===== src/rtl/core/apjq_pkg.sv =====
// Shared types, codes and default constants of the aging priority job queue.
package apjq_pkg;

    // Fixed field widths of the item ports
    localparam int TAG_PORT_W  = 8;
    localparam int PRIO_W      = 8;
    localparam int COUNT_OUT_W = 5;
    localparam int STATUS_W    = 2;

    // Defaults for the top-level parameters
    localparam int QUEUE_DEPTH_DEF  = 16;
    localparam int PRIORITY_MAX_DEF = 6;
    localparam int TAG_WIDTH_DEF    = 8;

    // Event kinds
    typedef enum logic [1:0] {
        FUNC_SUBMIT = 2'd0,
        FUNC_DONE   = 2'd1,
        FUNC_CANCEL = 2'd2
    } func_t;

    // Result status codes
    typedef enum logic [STATUS_W-1:0] {
        STATUS_OK        = 2'd0,
        STATUS_FULL      = 2'd1,
        STATUS_IDLE_DONE = 2'd2
    } status_t;

    // Decision of the entry unit for one queue entry
    typedef struct packed {
        logic wr_en;  // write the produced entry back to the queue
        logic take;   // submit: insertion point found; cancel: entry kept
    } apjq_ctl_t;

endpackage


===== src/rtl/core/apjq_ram.sv =====
// Queue storage: one write port, one registered read port.
module apjq_ram
    import apjq_pkg::*;
#(
    parameter int DEPTH = QUEUE_DEPTH_DEF,
    parameter int WIDTH = TAG_WIDTH_DEF + PRIO_W,
    localparam int AW   = (DEPTH > 1) ? $clog2(DEPTH) : 1
)
(
    input  logic             clk,
    input  logic             we,
    input  logic [AW-1:0]    waddr,
    input  logic [WIDTH-1:0] wdata,
    input  logic [AW-1:0]    raddr,
    output logic [WIDTH-1:0] rdata
);

    logic [WIDTH-1:0] mem [DEPTH];
    logic [WIDTH-1:0] rdata_reg;

    // Write one entry
    always_ff @(posedge clk)
    begin
        if (we)
        begin
            mem[waddr] <= wdata;
        end
    end

    // Register the read data
    always_ff @(posedge clk)
    begin
        rdata_reg <= mem[raddr];
    end

    assign rdata = rdata_reg;

endmodule


===== src/rtl/core/apjq_unit.sv =====
// Shared entry unit: priority compare, tag match and aging for one queue entry.
module apjq_unit
    import apjq_pkg::*;
#(
    parameter int TW = TAG_WIDTH_DEF
)
(
    input  logic              cancel_mode,
    input  logic              tail,
    input  logic              entry_vld,
    input  logic              ins,
    input  logic [TW-1:0]     key_tag,
    input  logic [PRIO_W-1:0] new_prio,
    input  logic [TW-1:0]     rd_tag,
    input  logic [PRIO_W-1:0] rd_prio,
    input  logic [TW-1:0]     carry_tag,
    input  logic [PRIO_W-1:0] carry_prio,
    output apjq_ctl_t         ctl,
    output logic [TW-1:0]     wr_tag,
    output logic [PRIO_W-1:0] wr_prio
);

    logic              hit;
    logic              keep;
    logic [PRIO_W-1:0] aged_prio;

    // Compare new job against the entry; age the displaced entry, saturating
    assign hit       = (new_prio != '0) && (new_prio > rd_prio);
    assign keep      = (rd_tag != key_tag);
    assign aged_prio = (carry_prio == '1) ? carry_prio : carry_prio + PRIO_W'(1);

    always_comb
    begin
        if (cancel_mode)
        begin
            // Compact: keep every entry with another tag
            ctl.wr_en = entry_vld && keep;
            ctl.take  = entry_vld && keep;
            wr_tag    = rd_tag;
            wr_prio   = rd_prio;
        end
        else
        begin
            // Insert: new job at the hit point, then ripple the carry forward
            ctl.wr_en = (entry_vld && (ins || hit)) || tail;
            ctl.take  = entry_vld && hit && !ins;
            wr_tag    = ins ? carry_tag : key_tag;
            wr_prio   = ins ? aged_prio : new_prio;
        end
    end

endmodule


===== src/rtl/core/aging_priority_job_queue.sv =====
// Sequence: a submit or cancel makes one pass over the waiting jobs (ST_PASS); a done or
// unused event, or a submit on a full queue, skips the pass. Each item then goes through
// ST_HEAD, ST_POP when a job starts, and ST_OUT, where a held result stalls it.
// Flow: one item at a time; a submit or cancel is bound by its pass over the queue memory,
// and the next item is accepted only once the result has gone to the output register.
// Reset: asynchronous, clears count, head, engine state and handshakes; memory is not cleared.
module aging_priority_job_queue
    import apjq_pkg::*;
#(
    parameter int QUEUE_DEPTH  = QUEUE_DEPTH_DEF,
    parameter int PRIORITY_MAX = PRIORITY_MAX_DEF,
    parameter int TAG_WIDTH    = TAG_WIDTH_DEF
)
(
    input  logic                   clk,
    input  logic                   rst_n,
    input  logic                   in_valid,
    output logic                   in_ready,
    input  logic [1:0]             func,
    input  logic [TAG_PORT_W-1:0]  ctx_tag,
    input  logic [PRIO_W-1:0]      req_priority,
    output logic                   out_valid,
    input  logic                   out_ready,
    output logic                   started,
    output logic [TAG_PORT_W-1:0]  started_tag,
    output logic [PRIO_W-1:0]      started_priority,
    output logic [COUNT_OUT_W-1:0] queue_count,
    output logic [STATUS_W-1:0]    status
);

    localparam int TW = (TAG_WIDTH < TAG_PORT_W) ? TAG_WIDTH : TAG_PORT_W;
    localparam int AW = $clog2(QUEUE_DEPTH);
    localparam int CW = $clog2(QUEUE_DEPTH + 1);
    localparam int EW = TW + PRIO_W;
    localparam logic [CW-1:0]     DEPTH_C = CW'(QUEUE_DEPTH);
    localparam logic [PRIO_W-1:0] PMAX_C  = PRIO_W'(PRIORITY_MAX);

    typedef enum logic [4:0] {
        ST_IDLE = 5'b00001,
        ST_PASS = 5'b00010,
        ST_HEAD = 5'b00100,
        ST_POP  = 5'b01000,
        ST_OUT  = 5'b10000
    } state_t;

    // Map a position in the queue to a memory address
    function automatic logic [AW-1:0] phys(input logic [AW-1:0] head,
                                           input logic [CW-1:0] idx);
        logic [CW:0] sum;
        begin
            sum = (CW+1)'(head) + (CW+1)'(idx);
            if (sum >= (CW+1)'(QUEUE_DEPTH))
            begin
                sum = sum - (CW+1)'(QUEUE_DEPTH);
            end
            phys = sum[AW-1:0];
        end
    endfunction

    // Control registers
    state_t              state_reg,     state_next;
    logic                cancel_reg,    cancel_next;
    logic [AW-1:0]       head_reg,      head_next;
    logic [CW-1:0]       count_reg,     count_next;
    logic                busy_reg,      busy_next;
    logic [CW-1:0]       rd_idx_reg,    rd_idx_next;
    logic                chk_vld_reg,   chk_vld_next;
    logic [CW-1:0]       chk_idx_reg,   chk_idx_next;
    logic [CW-1:0]       wr_idx_reg,    wr_idx_next;
    logic                ins_reg,       ins_next;
    logic                out_valid_reg, out_valid_next;

    // Payload registers
    logic [TW-1:0]       run_tag_reg,   run_tag_next;
    logic [TW-1:0]       key_tag_reg,   key_tag_next;
    logic [PRIO_W-1:0]   new_prio_reg,  new_prio_next;
    logic [TW-1:0]       carry_tag_reg, carry_tag_next;
    logic [PRIO_W-1:0]   carry_prio_reg, carry_prio_next;
    logic                res_started_reg, res_started_next;
    logic [TW-1:0]       res_tag_reg,   res_tag_next;
    logic [PRIO_W-1:0]   res_prio_reg,  res_prio_next;
    status_t             res_status_reg, res_status_next;
    logic                o_started_reg, o_started_next;
    logic [TAG_PORT_W-1:0] o_tag_reg,   o_tag_next;
    logic [PRIO_W-1:0]   o_prio_reg,    o_prio_next;
    logic [COUNT_OUT_W-1:0] o_count_reg, o_count_next;
    logic [STATUS_W-1:0] o_status_reg,  o_status_next;

    // Memory and entry unit connections
    logic                mem_we;
    logic [AW-1:0]       mem_waddr;
    logic [EW-1:0]       mem_wdata;
    logic [AW-1:0]       mem_raddr;
    logic [EW-1:0]       mem_rdata;
    logic [TW-1:0]       rd_tag;
    logic [PRIO_W-1:0]   rd_prio;
    logic                pass_tail;
    logic                rd_go;
    apjq_ctl_t           ctl;
    logic [TW-1:0]       wr_tag;
    logic [PRIO_W-1:0]   wr_prio;
    logic [TW-1:0]       in_tag;
    logic [PRIO_W-1:0]   in_prio;

    assign rd_tag  = mem_rdata[EW-1:PRIO_W];
    assign rd_prio = mem_rdata[PRIO_W-1:0];
    assign in_tag  = ctx_tag[TW-1:0];
    assign in_prio = (req_priority > PMAX_C) ? PMAX_C : req_priority;

    assign in_ready  = (state_reg == ST_IDLE);
    assign rd_go     = (state_reg == ST_PASS) && (rd_idx_reg < count_reg);
    assign pass_tail = (state_reg == ST_PASS) && !chk_vld_reg && (rd_idx_reg == count_reg);

    apjq_ram #(
        .DEPTH (QUEUE_DEPTH),
        .WIDTH (EW)
    ) u_ram (
        .clk   (clk),
        .we    (mem_we),
        .waddr (mem_waddr),
        .wdata (mem_wdata),
        .raddr (mem_raddr),
        .rdata (mem_rdata)
    );

    apjq_unit #(
        .TW (TW)
    ) u_unit (
        .cancel_mode (cancel_reg),
        .tail        (pass_tail && !cancel_reg),
        .entry_vld   ((state_reg == ST_PASS) && chk_vld_reg),
        .ins         (ins_reg),
        .key_tag     (key_tag_reg),
        .new_prio    (new_prio_reg),
        .rd_tag      (rd_tag),
        .rd_prio     (rd_prio),
        .carry_tag   (carry_tag_reg),
        .carry_prio  (carry_prio_reg),
        .ctl         (ctl),
        .wr_tag      (wr_tag),
        .wr_prio     (wr_prio)
    );

    // Memory addressing: head read for a start, otherwise the pass pointers
    always_comb
    begin
        mem_raddr = (state_reg == ST_HEAD) ? head_reg : phys(head_reg, rd_idx_reg);
        mem_we    = ctl.wr_en;
        mem_wdata = {wr_tag, wr_prio};
        if (cancel_reg)
        begin
            mem_waddr = phys(head_reg, wr_idx_reg);
        end
        else if (pass_tail)
        begin
            mem_waddr = phys(head_reg, count_reg);
        end
        else
        begin
            mem_waddr = phys(head_reg, chk_idx_reg);
        end
    end

    // Sequencer
    always_comb
    begin
        state_next       = state_reg;
        cancel_next      = cancel_reg;
        head_next        = head_reg;
        count_next       = count_reg;
        busy_next        = busy_reg;
        rd_idx_next      = rd_idx_reg;
        chk_vld_next     = chk_vld_reg;
        chk_idx_next     = chk_idx_reg;
        wr_idx_next      = wr_idx_reg;
        ins_next         = ins_reg;
        run_tag_next     = run_tag_reg;
        key_tag_next     = key_tag_reg;
        new_prio_next    = new_prio_reg;
        carry_tag_next   = carry_tag_reg;
        carry_prio_next  = carry_prio_reg;
        res_started_next = res_started_reg;
        res_tag_next     = res_tag_reg;
        res_prio_next    = res_prio_reg;
        res_status_next  = res_status_reg;
        out_valid_next   = out_valid_reg && !out_ready;
        o_started_next   = o_started_reg;
        o_tag_next       = o_tag_reg;
        o_prio_next      = o_prio_reg;
        o_count_next     = o_count_reg;
        o_status_next    = o_status_reg;

        case (state_reg)
            ST_IDLE:
            begin
                if (in_valid)
                begin
                    // Decode the event
                    res_started_next = 1'b0;
                    res_tag_next     = '0;
                    res_prio_next    = '0;
                    res_status_next  = STATUS_OK;
                    key_tag_next     = in_tag;
                    new_prio_next    = in_prio;
                    rd_idx_next      = '0;
                    chk_vld_next     = 1'b0;
                    wr_idx_next      = '0;
                    ins_next         = 1'b0;
                    state_next       = ST_HEAD;
                    case (func_t'(func))
                        FUNC_SUBMIT:
                        begin
                            if (count_reg == DEPTH_C)
                            begin
                                res_status_next = STATUS_FULL;
                            end
                            else
                            begin
                                cancel_next = 1'b0;
                                state_next  = ST_PASS;
                            end
                        end
                        FUNC_DONE:
                        begin
                            if (busy_reg)
                            begin
                                busy_next = 1'b0;
                            end
                            else
                            begin
                                res_status_next = STATUS_IDLE_DONE;
                            end
                        end
                        FUNC_CANCEL:
                        begin
                            cancel_next = 1'b1;
                            state_next  = ST_PASS;
                            if (busy_reg && (run_tag_reg == in_tag))
                            begin
                                busy_next = 1'b0;
                            end
                        end
                        default:
                        begin
                            state_next = ST_HEAD;
                        end
                    endcase
                end
            end

            ST_PASS:
            begin
                // Issue the next read
                chk_vld_next = rd_go;
                chk_idx_next = rd_idx_reg;
                if (rd_go)
                begin
                    rd_idx_next = rd_idx_reg + CW'(1);
                end
                // Act on the entry read last cycle
                if (chk_vld_reg)
                begin
                    carry_tag_next  = rd_tag;
                    carry_prio_next = rd_prio;
                    if (ctl.take)
                    begin
                        if (cancel_reg)
                        begin
                            wr_idx_next = wr_idx_reg + CW'(1);
                        end
                        else
                        begin
                            ins_next = 1'b1;
                        end
                    end
                end
                // Close the pass
                if (pass_tail)
                begin
                    count_next = cancel_reg ? wr_idx_reg : count_reg + CW'(1);
                    state_next = ST_HEAD;
                end
            end

            ST_HEAD:
            begin
                state_next = (!busy_reg && (count_reg != '0)) ? ST_POP : ST_OUT;
            end

            ST_POP:
            begin
                // Start the head job
                res_started_next = 1'b1;
                res_tag_next     = rd_tag;
                res_prio_next    = rd_prio;
                busy_next        = 1'b1;
                run_tag_next     = rd_tag;
                count_next       = count_reg - CW'(1);
                head_next        = (head_reg == AW'(QUEUE_DEPTH - 1)) ? '0
                                                                     : head_reg + AW'(1);
                state_next       = ST_OUT;
            end

            ST_OUT:
            begin
                // Hand the result to the output register once it is free
                if (!out_valid_reg || out_ready)
                begin
                    out_valid_next = 1'b1;
                    o_started_next = res_started_reg;
                    o_tag_next     = TAG_PORT_W'(res_tag_reg);
                    o_prio_next    = res_prio_reg;
                    o_count_next   = COUNT_OUT_W'(count_reg);
                    o_status_next  = res_status_reg;
                    state_next     = ST_IDLE;
                end
            end

            default:
            begin
                state_next = ST_IDLE;
            end
        endcase
    end

    // Control state
    always_ff @(posedge clk or negedge rst_n)
    begin
        if (!rst_n)
        begin
            state_reg     <= ST_IDLE;
            cancel_reg    <= 1'b0;
            head_reg      <= '0;
            count_reg     <= '0;
            busy_reg      <= 1'b0;
            rd_idx_reg    <= '0;
            chk_vld_reg   <= 1'b0;
            chk_idx_reg   <= '0;
            wr_idx_reg    <= '0;
            ins_reg       <= 1'b0;
            run_tag_reg   <= '0;
            out_valid_reg <= 1'b0;
        end
        else
        begin
            state_reg     <= state_next;
            cancel_reg    <= cancel_next;
            head_reg      <= head_next;
            count_reg     <= count_next;
            busy_reg      <= busy_next;
            rd_idx_reg    <= rd_idx_next;
            chk_vld_reg   <= chk_vld_next;
            chk_idx_reg   <= chk_idx_next;
            wr_idx_reg    <= wr_idx_next;
            ins_reg       <= ins_next;
            run_tag_reg   <= run_tag_next;
            out_valid_reg <= out_valid_next;
        end
    end

    // Payload
    always_ff @(posedge clk)
    begin
        key_tag_reg     <= key_tag_next;
        new_prio_reg    <= new_prio_next;
        carry_tag_reg   <= carry_tag_next;
        carry_prio_reg  <= carry_prio_next;
        res_started_reg <= res_started_next;
        res_tag_reg     <= res_tag_next;
        res_prio_reg    <= res_prio_next;
        res_status_reg  <= res_status_next;
        o_started_reg   <= o_started_next;
        o_tag_reg       <= o_tag_next;
        o_prio_reg      <= o_prio_next;
        o_count_reg     <= o_count_next;
        o_status_reg    <= o_status_next;
    end

    assign out_valid        = out_valid_reg;
    assign started          = o_started_reg;
    assign started_tag      = o_tag_reg;
    assign started_priority = o_prio_reg;
    assign queue_count      = o_count_reg;
    assign status           = o_status_reg;

`ifndef ASSERT_OFF
    // Queue never holds more jobs than it has room for
    a_count_bound: assert property (@(posedge clk) disable iff (!rst_n)
        count_reg <= DEPTH_C)
        else $error("queue count above depth");

    // A job starts only on an idle engine with a waiting job
    a_pop_legal: assert property (@(posedge clk) disable iff (!rst_n)
        (state_reg == ST_POP) |-> (!busy_reg && (count_reg != '0)))
        else $error("start without idle engine or waiting job");

    // An insert pass never runs on a full queue
    a_insert_room: assert property (@(posedge clk) disable iff (!rst_n)
        ((state_reg == ST_PASS) && !cancel_reg) |-> (count_reg < DEPTH_C))
        else $error("insert pass on full queue");

    // A start leaves the engine busy
    a_pop_busy: assert property (@(posedge clk) disable iff (!rst_n)
        (state_reg == ST_POP) |=> busy_reg)
        else $error("engine not busy after start");
`endif

endmodule


===== config.mk =====
export PLATFORM = sky130hd
export DESIGN_NAME = aging_priority_job_queue
export DESIGN_NICKNAME = d
export VERILOG_FILES = /design/src/rtl/core/apjq_pkg.sv /design/src/rtl/core/apjq_ram.sv /design/src/rtl/core/apjq_unit.sv /design/src/rtl/core/aging_priority_job_queue.sv
export SDC_FILE = /design/constraint.sdc
export NUM_CORES = 1
export LEC_CHECK = 0
export CAP_MARGIN = 20
export CORE_MARGIN = 2
export CORE_UTILIZATION = 40
export CTS_CLUSTER_DIAMETER = 50
export CTS_CLUSTER_SIZE = 16
export DETAILED_ROUTE_END_ITERATION = 10
export DONT_BUFFER_PORTS = 1
export PLACE_DENSITY = 0.56
export SLEW_MARGIN = 0
export SYNTH_ARGS = -nofsm -noshare
export SYNTH_HDL_FRONTEND = slang
export SYNTH_SLANG_ARGS = --single-unit
export TNS_END_PERCENT = 5

===== constraint.sdc =====
create_clock -name clk -period 6.5 [get_ports clk]
set_input_delay 0.325 -clock clk [delete_from_list [all_inputs] [get_ports clk]]
set_output_delay 0.325 -clock clk [all_outputs]
set_load 0.03 [all_outputs]

Word-level counts from Yosys, hierarchy flattened
Memories as Yosys holds them, arrays and structs flattened. A register that Yosys moved wholly into a read port is not among the register bits. Index checks and enable logic that the tools add are counted.

Memories: 1. Bits of input ports: 22. Memory bits (writable): 256. Output and inout port bits: 26. Word-level logic and storage cells: 166. Register bits: 117.

Muxes and demuxes: 54. Magnitude comparators: 7. $add $sub $neg: 14. Equality and inequality tests: 24. Reduce and logical (&&, ||, !) cells: 41.

Memories: u_ram.mem (depth 16, width 16, rd ports 1, clocked after Yosys merged registers in 1, wr ports 1, RTL line apjq_ram.sv:18) `logic [WIDTH-1:0] mem [DEPTH];`.

Operators with widths (number): $mux 5 (11); $mux 8 (6); $mux 4 (8); $pmux 8 s2 (2); $pmux 5 s2 (3); $pmux 5 s5 (1); $add 4x5->6 (4); $ge 6x5->1 const B (4); $ne 2x2->1 const B (9); $sub 4x1->4 const B (4); $add 5x1->5 const B (3); $logic_and 1x1->1 (13); $mux 1 (12); $pmux 1 s2 (6); $reduce_and 2->1 (6); $eq 5x5->1 const B (2); $reduce_and 5->1 (2); $add 8x1->8 const B (1); $eq 8x8->1 (1); $eq 8x8->1 const B (1); $gt 8x3->1 const B (1); $gt 8x8->1 (1); $ne 8x8->1 (1); $reduce_and 4->1 (2); 24 further kinds (36).

Logic depth before layout (Yosys ltp)
Depth in word-level cells: 9. Gate-level depth with buffers: 15. Mapped depth without buffers: 13.

Hierarchy
Synthesis repeated with hierarchy kept, for this count alone.

Cells, all modules: 931. Area, all modules: 15770.1 um2.

Modules (own cells, without submodules): apjq_ram (cells each 432, times used 1, area an instance 10042.1 um2, sequential area each 8007.7 um2); aging_priority_job_queue (cells each 372, times used 1, area an instance 4889.7 um2, sequential area each 3279.4 um2); apjq_unit (cells each 127, times used 1, area an instance 838.3 um2, sequential area each 0.0 um2).

Worst setup path before layout
No wires, ideal clock.

Path type: flip-flop to flip-flop. Start point: register count_reg[2]. End point: memory u_ram.mem[10][0] (netlist name) (enable). Path slack: 1.831 ns. Cell stages (with the launch flop): 15. Data required time: 6.091 ns. Clock period less this slack: 4.669 ns. Buffers on the path: 2. Setup time: 0.409 ns. Arrival time: 4.260 ns. Cells stage by stage: dfrtp_1 > clkbuf_1 > inv_1 > ha_1 > nand4_1 > nor4_4 > clkbuf_1 > o21ai_0 > a21boi_0 > ha_1 > a21o_1 > a21oi_1 > xnor2_1 > xnor2_1 > nor3_1.

Word-level cells in the longest chain between the ends: 7. Elaborated cells on any way between the ends: 13. Those cells by class: add/sub: 2; order compare: 1; eq/ne: 1; mux: 6; reduce/logical: 3.

Ends and longest elaborated chain: start: declaration (RTL line aging_priority_job_queue.sv:64) `logic [CW-1:0] count_reg, count_next;`; start signal: assignment (RTL line aging_priority_job_queue.sv:349) `count_reg <= count_next;`; branches (longest 7 deep; another with $add 4x5->6); end: declaration (RTL line apjq_ram.sv:18).

Several ways; the timed one is not identified.

Worst setup path in the final report
Start point: register count_reg[2]. End point: memory u_ram.mem[3][0] (netlist name) (enable).

Same word-level chain as after synthesis.

==> out/qor.yml <==
synthMuxAreaShare_pct: 8.05
hold_viol_final: 0
diodes: 0
tritoncts: "yes"
cts_hold_buf: 18
hold_path.class: "in -> reg"
drive_gt1_share_pct: 18.6
crit_path_end_kind: "flop"
vias_per_cell: 5.50
grt_pass1_vias: 8792
total_power_mw: 7.92
worstSetupPathType: "reg -> reg"
wl_met2_um: 16200
final_area_mm2: 0.0183
m1WireLength_um: 16500
gp_congestion: 0.819
ant_nets: 0
track_usage_pct: 17.4
slew_violations: 0
cts_buffers: 40
p_per_area_mw_per_mm2: 432
slowest_delay_ps: 620
synth_compound_area_share_pct: 8.00
drt-total-wl_um: 35100
io_buffers: 0
async_flop_share_pct: 10.6
grt_max_degree: 42
period_share_pct: 70.5
cts_setup_buffers: 0
yosysSeqAreaShare_pct: 71.3
outcome: "completed"
crit_top_cell: "ha_1"
top_layer: "met4"
fin_util_pct: 47.2
drt_iter0_markers: 759
hpwl_um: 23100
ys_types: 66
required_ps: 6730
max_clock_freq_mhz: 218
dieArea_mm2: 0.0412
critPathArrivalTime_ps: 4820
root_buffer: "clkbuf_16"
dp_cells: 1483
wl_per_cell_um: 22.3
synth-seq-cells: 388
die_y_um: 203
maxCapViolCount: 0
overflow: 0
start_util_pct: 40.7
worst_path_dominant_cell_family: "simple AND/OR/NAND/NOR gates"
synth_flop_cell: "edfxtp_1"
vias: 8643
synthXorXnorAreaFrac_pct: 2.15
syn_area_mm2: 0.0158
rsz0062_at_grt: "false"
setup_tns_ps: 0
reg2reg_from: "count_reg[2]"
yosysWarnings: 0
nets: 1076
synth_edf_count: 331
clock_path_buffers: 3
grt_pass1_wl_um: 54300
crit_path_start_kind: "flop"
p_leak_nw: 6.26
ioPinCount: 48
place_area_mm2: 0.0167
syn_area_per_cell_um2: 16.5
htreeDepth: 2
wl_met3_um: 1700
core_mm2: 0.0388
worstSetupStartpoint: "count_reg[2]"
largest_reg_flops: 256
synth_top_family_by_area: "multiplexers"
yosys.area_share.simple_pct: 6.25
worst_slew_pin_slew_ps: 1080
synthAdderAreaFrac_pct: 2.31
cts_sinks: 388
drcViolationCount: 0
crit_path_top_delay_cell: "nor3_2"
setup_violations: 0
min_period_ps: 4580
antenna_found_initial: 0
syn-instance-count: 958
num_rows: 72
die_w_um: 203
clk_latency_ps: 540
clk_pin_slew_ps: 60
cts_resized: 0
min-delay-start: "req_priority[0]"
cp.buffers_inverters: 2
stdcell_count: 1571
finalClockSkew_ps: 22.7
path_cells: "inv_1, ha_1, nand4_1, nor4_4, o21ai_0, a21boi_0, ha_1, a21o_1, a21oi_1, xnor2_1, xor2_2, nor3_2, buf_4"
syn_to_final_growth_pct: 15.8
slew_headroom_pct: 27.9
dr.pass1.iters: 6
vdd_drop_max_mv: 0.238
worst-path-max-fanout: 12
cells in the mapped netlist (3+ instances only):
| cell | number | area, µm² |
|---|---|---|
| edfxtp_1 | 331 | 9940 |
| nand2_1 | 52 | 195 |
| nor2_1 | 49 | 184 |
| mux4_2 | 47 | 1060 |
| dfrtp_1 | 40 | 1000 |
| a32o_1 | 31 | 310 |
| o21ai_0 | 31 | 155 |
| clkbuf_1 | 26 | 97.6 |
| ha_1 | 26 | 325 |
| inv_1 | 24 | 90.1 |
| xnor2_1 | 24 | 210 |
| nor3_1 | 21 | 105 |
| o22ai_1 | 18 | 113 |
| mux2i_1 | 17 | 170 |
| a21o_1 | 16 | 120 |
| dfxtp_1 | 16 | 320 |
| a21oi_1 | 15 | 75.1 |
| o32ai_1 | 15 | 131 |
| nand4_1 | 13 | 81.3 |
| xor2_1 | 13 | 114 |
| and2_1 | 11 | 68.8 |
| a31oi_1 | 10 | 62.6 |
| buf_4 | 10 | 75.1 |
| nor2b_1 | 10 | 62.6 |
| nand2b_1 | 9 | 56.3 |
| nand3_1 | 8 | 40.0 |
| and3_1 | 5 | 31.3 |
| buf_2 | 5 | 25.0 |
| o211ai_1 | 5 | 37.5 |
| mux2_2 | 4 | 45.0 |
| nor4_1 | 4 | 25.0 |
| or3_1 | 4 | 25.0 |
| a31o_2 | 3 | 26.3 |
| o21ai_1 | 3 | 15.0 |
| o31ai_1 | 3 | 22.5 |
kinds of logic (layout without fill, tap and decap cells):
kind of cell | after synthesis | in the layout
adder cells (fa/ha/maj) | 28 | 28
XOR/XNOR | 38 | 38
flip-flops | 388 | 388
multiplexers | 68 | 68
buffers and inverters | 67 | 158
other | 1 | 5
AO/OA/AOI/OAI | 170 | 170
AND/OR/NAND/NOR | 198 | 198
power breakdown:
part | internal, mW | switching [mW] | total (mW)
sequential | 3.26 | 0.176 | 3.43
combinational | 0.801 | 1.33 | 2.13
clock | 1.35 | 1.01 | 2.36
cells in the final DEF, fill, tap and decap left out, types with 5 or more instances in the layout:
cell type	n
and2_1	10
nand4_1	13
inv_6	6
conb_1	5
mux2i_1	16
nand2b_1	9
edfxtp_1	331
nor3_2	17
nand2_1	52
a21oi_1	15
a21o_1	16
inv_1	24
o22ai_1	18
clkbuf_16	41
nor2_1	49
a31oi_1	10
dfxtp_1	16
nor3_1	5
xnor2_1	24
o21ai_0	31
xor2_1	13
ha_1	26
and3_1	5
dlygate4sd3_1	17
nor2b_1	10
o32ai_1	15
mux4_2	47
dfrtp_1	40
a32o_1	31
o211ai_1	5
nand3_1	8
buf_4	43
worst paths after layout:
| check | slack, ps | endpoint | cells past startpoint |
|---|---|---|---|
| worst max-delay path | 1920 | u_ram.mem[3][0] | 13 |
| worst max register to register | 1920 | u_ram.mem[3][0] | 13 |
| max in group asynchronous | 5960 | state_reg[0] | 2 |
| worst min-delay path | 50 | new_prio_reg[0] | 2 |
| min in group asynchronous | 290 | state_reg[3] | 2 |
| worst min register to register | 420 | started_tag[4] | 0 |
metrics by stage:
step	hold WS (ps)	worst slack, ps
after global routing	40.7	1540
final	49.4	1920
after global placement	30.5	1670
after CTS	22.9	1930
after detailed placement	31.2	1960
after floorplan	29.4	1830
cell type report:
cell class,instances,area [µm²]
clock inverter,26,324
sequential,388,11300
tap,518,648
fill,3313,20500
timing repair buffer,63,576
multi-input combinational,507,4350
inverter,26,97.6
clock buffer,43,1030
worst register-to-register path, cell delays in order, from the launching register on:
cell and delay [ps]:
dfrtp_1 530, inv_1 120, ha_1 320, nand4_1 190, nor4_4 610, o21ai_0 150, a21boi_0 280, ha_1 290
a21o_1 180, a21oi_1 170, xnor2_1 230, xor2_2 270, nor3_2 620, buf_4 320
per-layer routing:
| metal | global-route usage, % | vias to the layer above |
|---|---|---|
| li1 | - | 3944 |
| met1 | 25.3 | 4428 |
| met2 | 27.6 | 222 |
| met3 | 2.73 | 49 |
| met4 | 4.54 | 0 |
| met5 | 0 | - |
No activity file was read; power rests on OpenSTA's default activity.
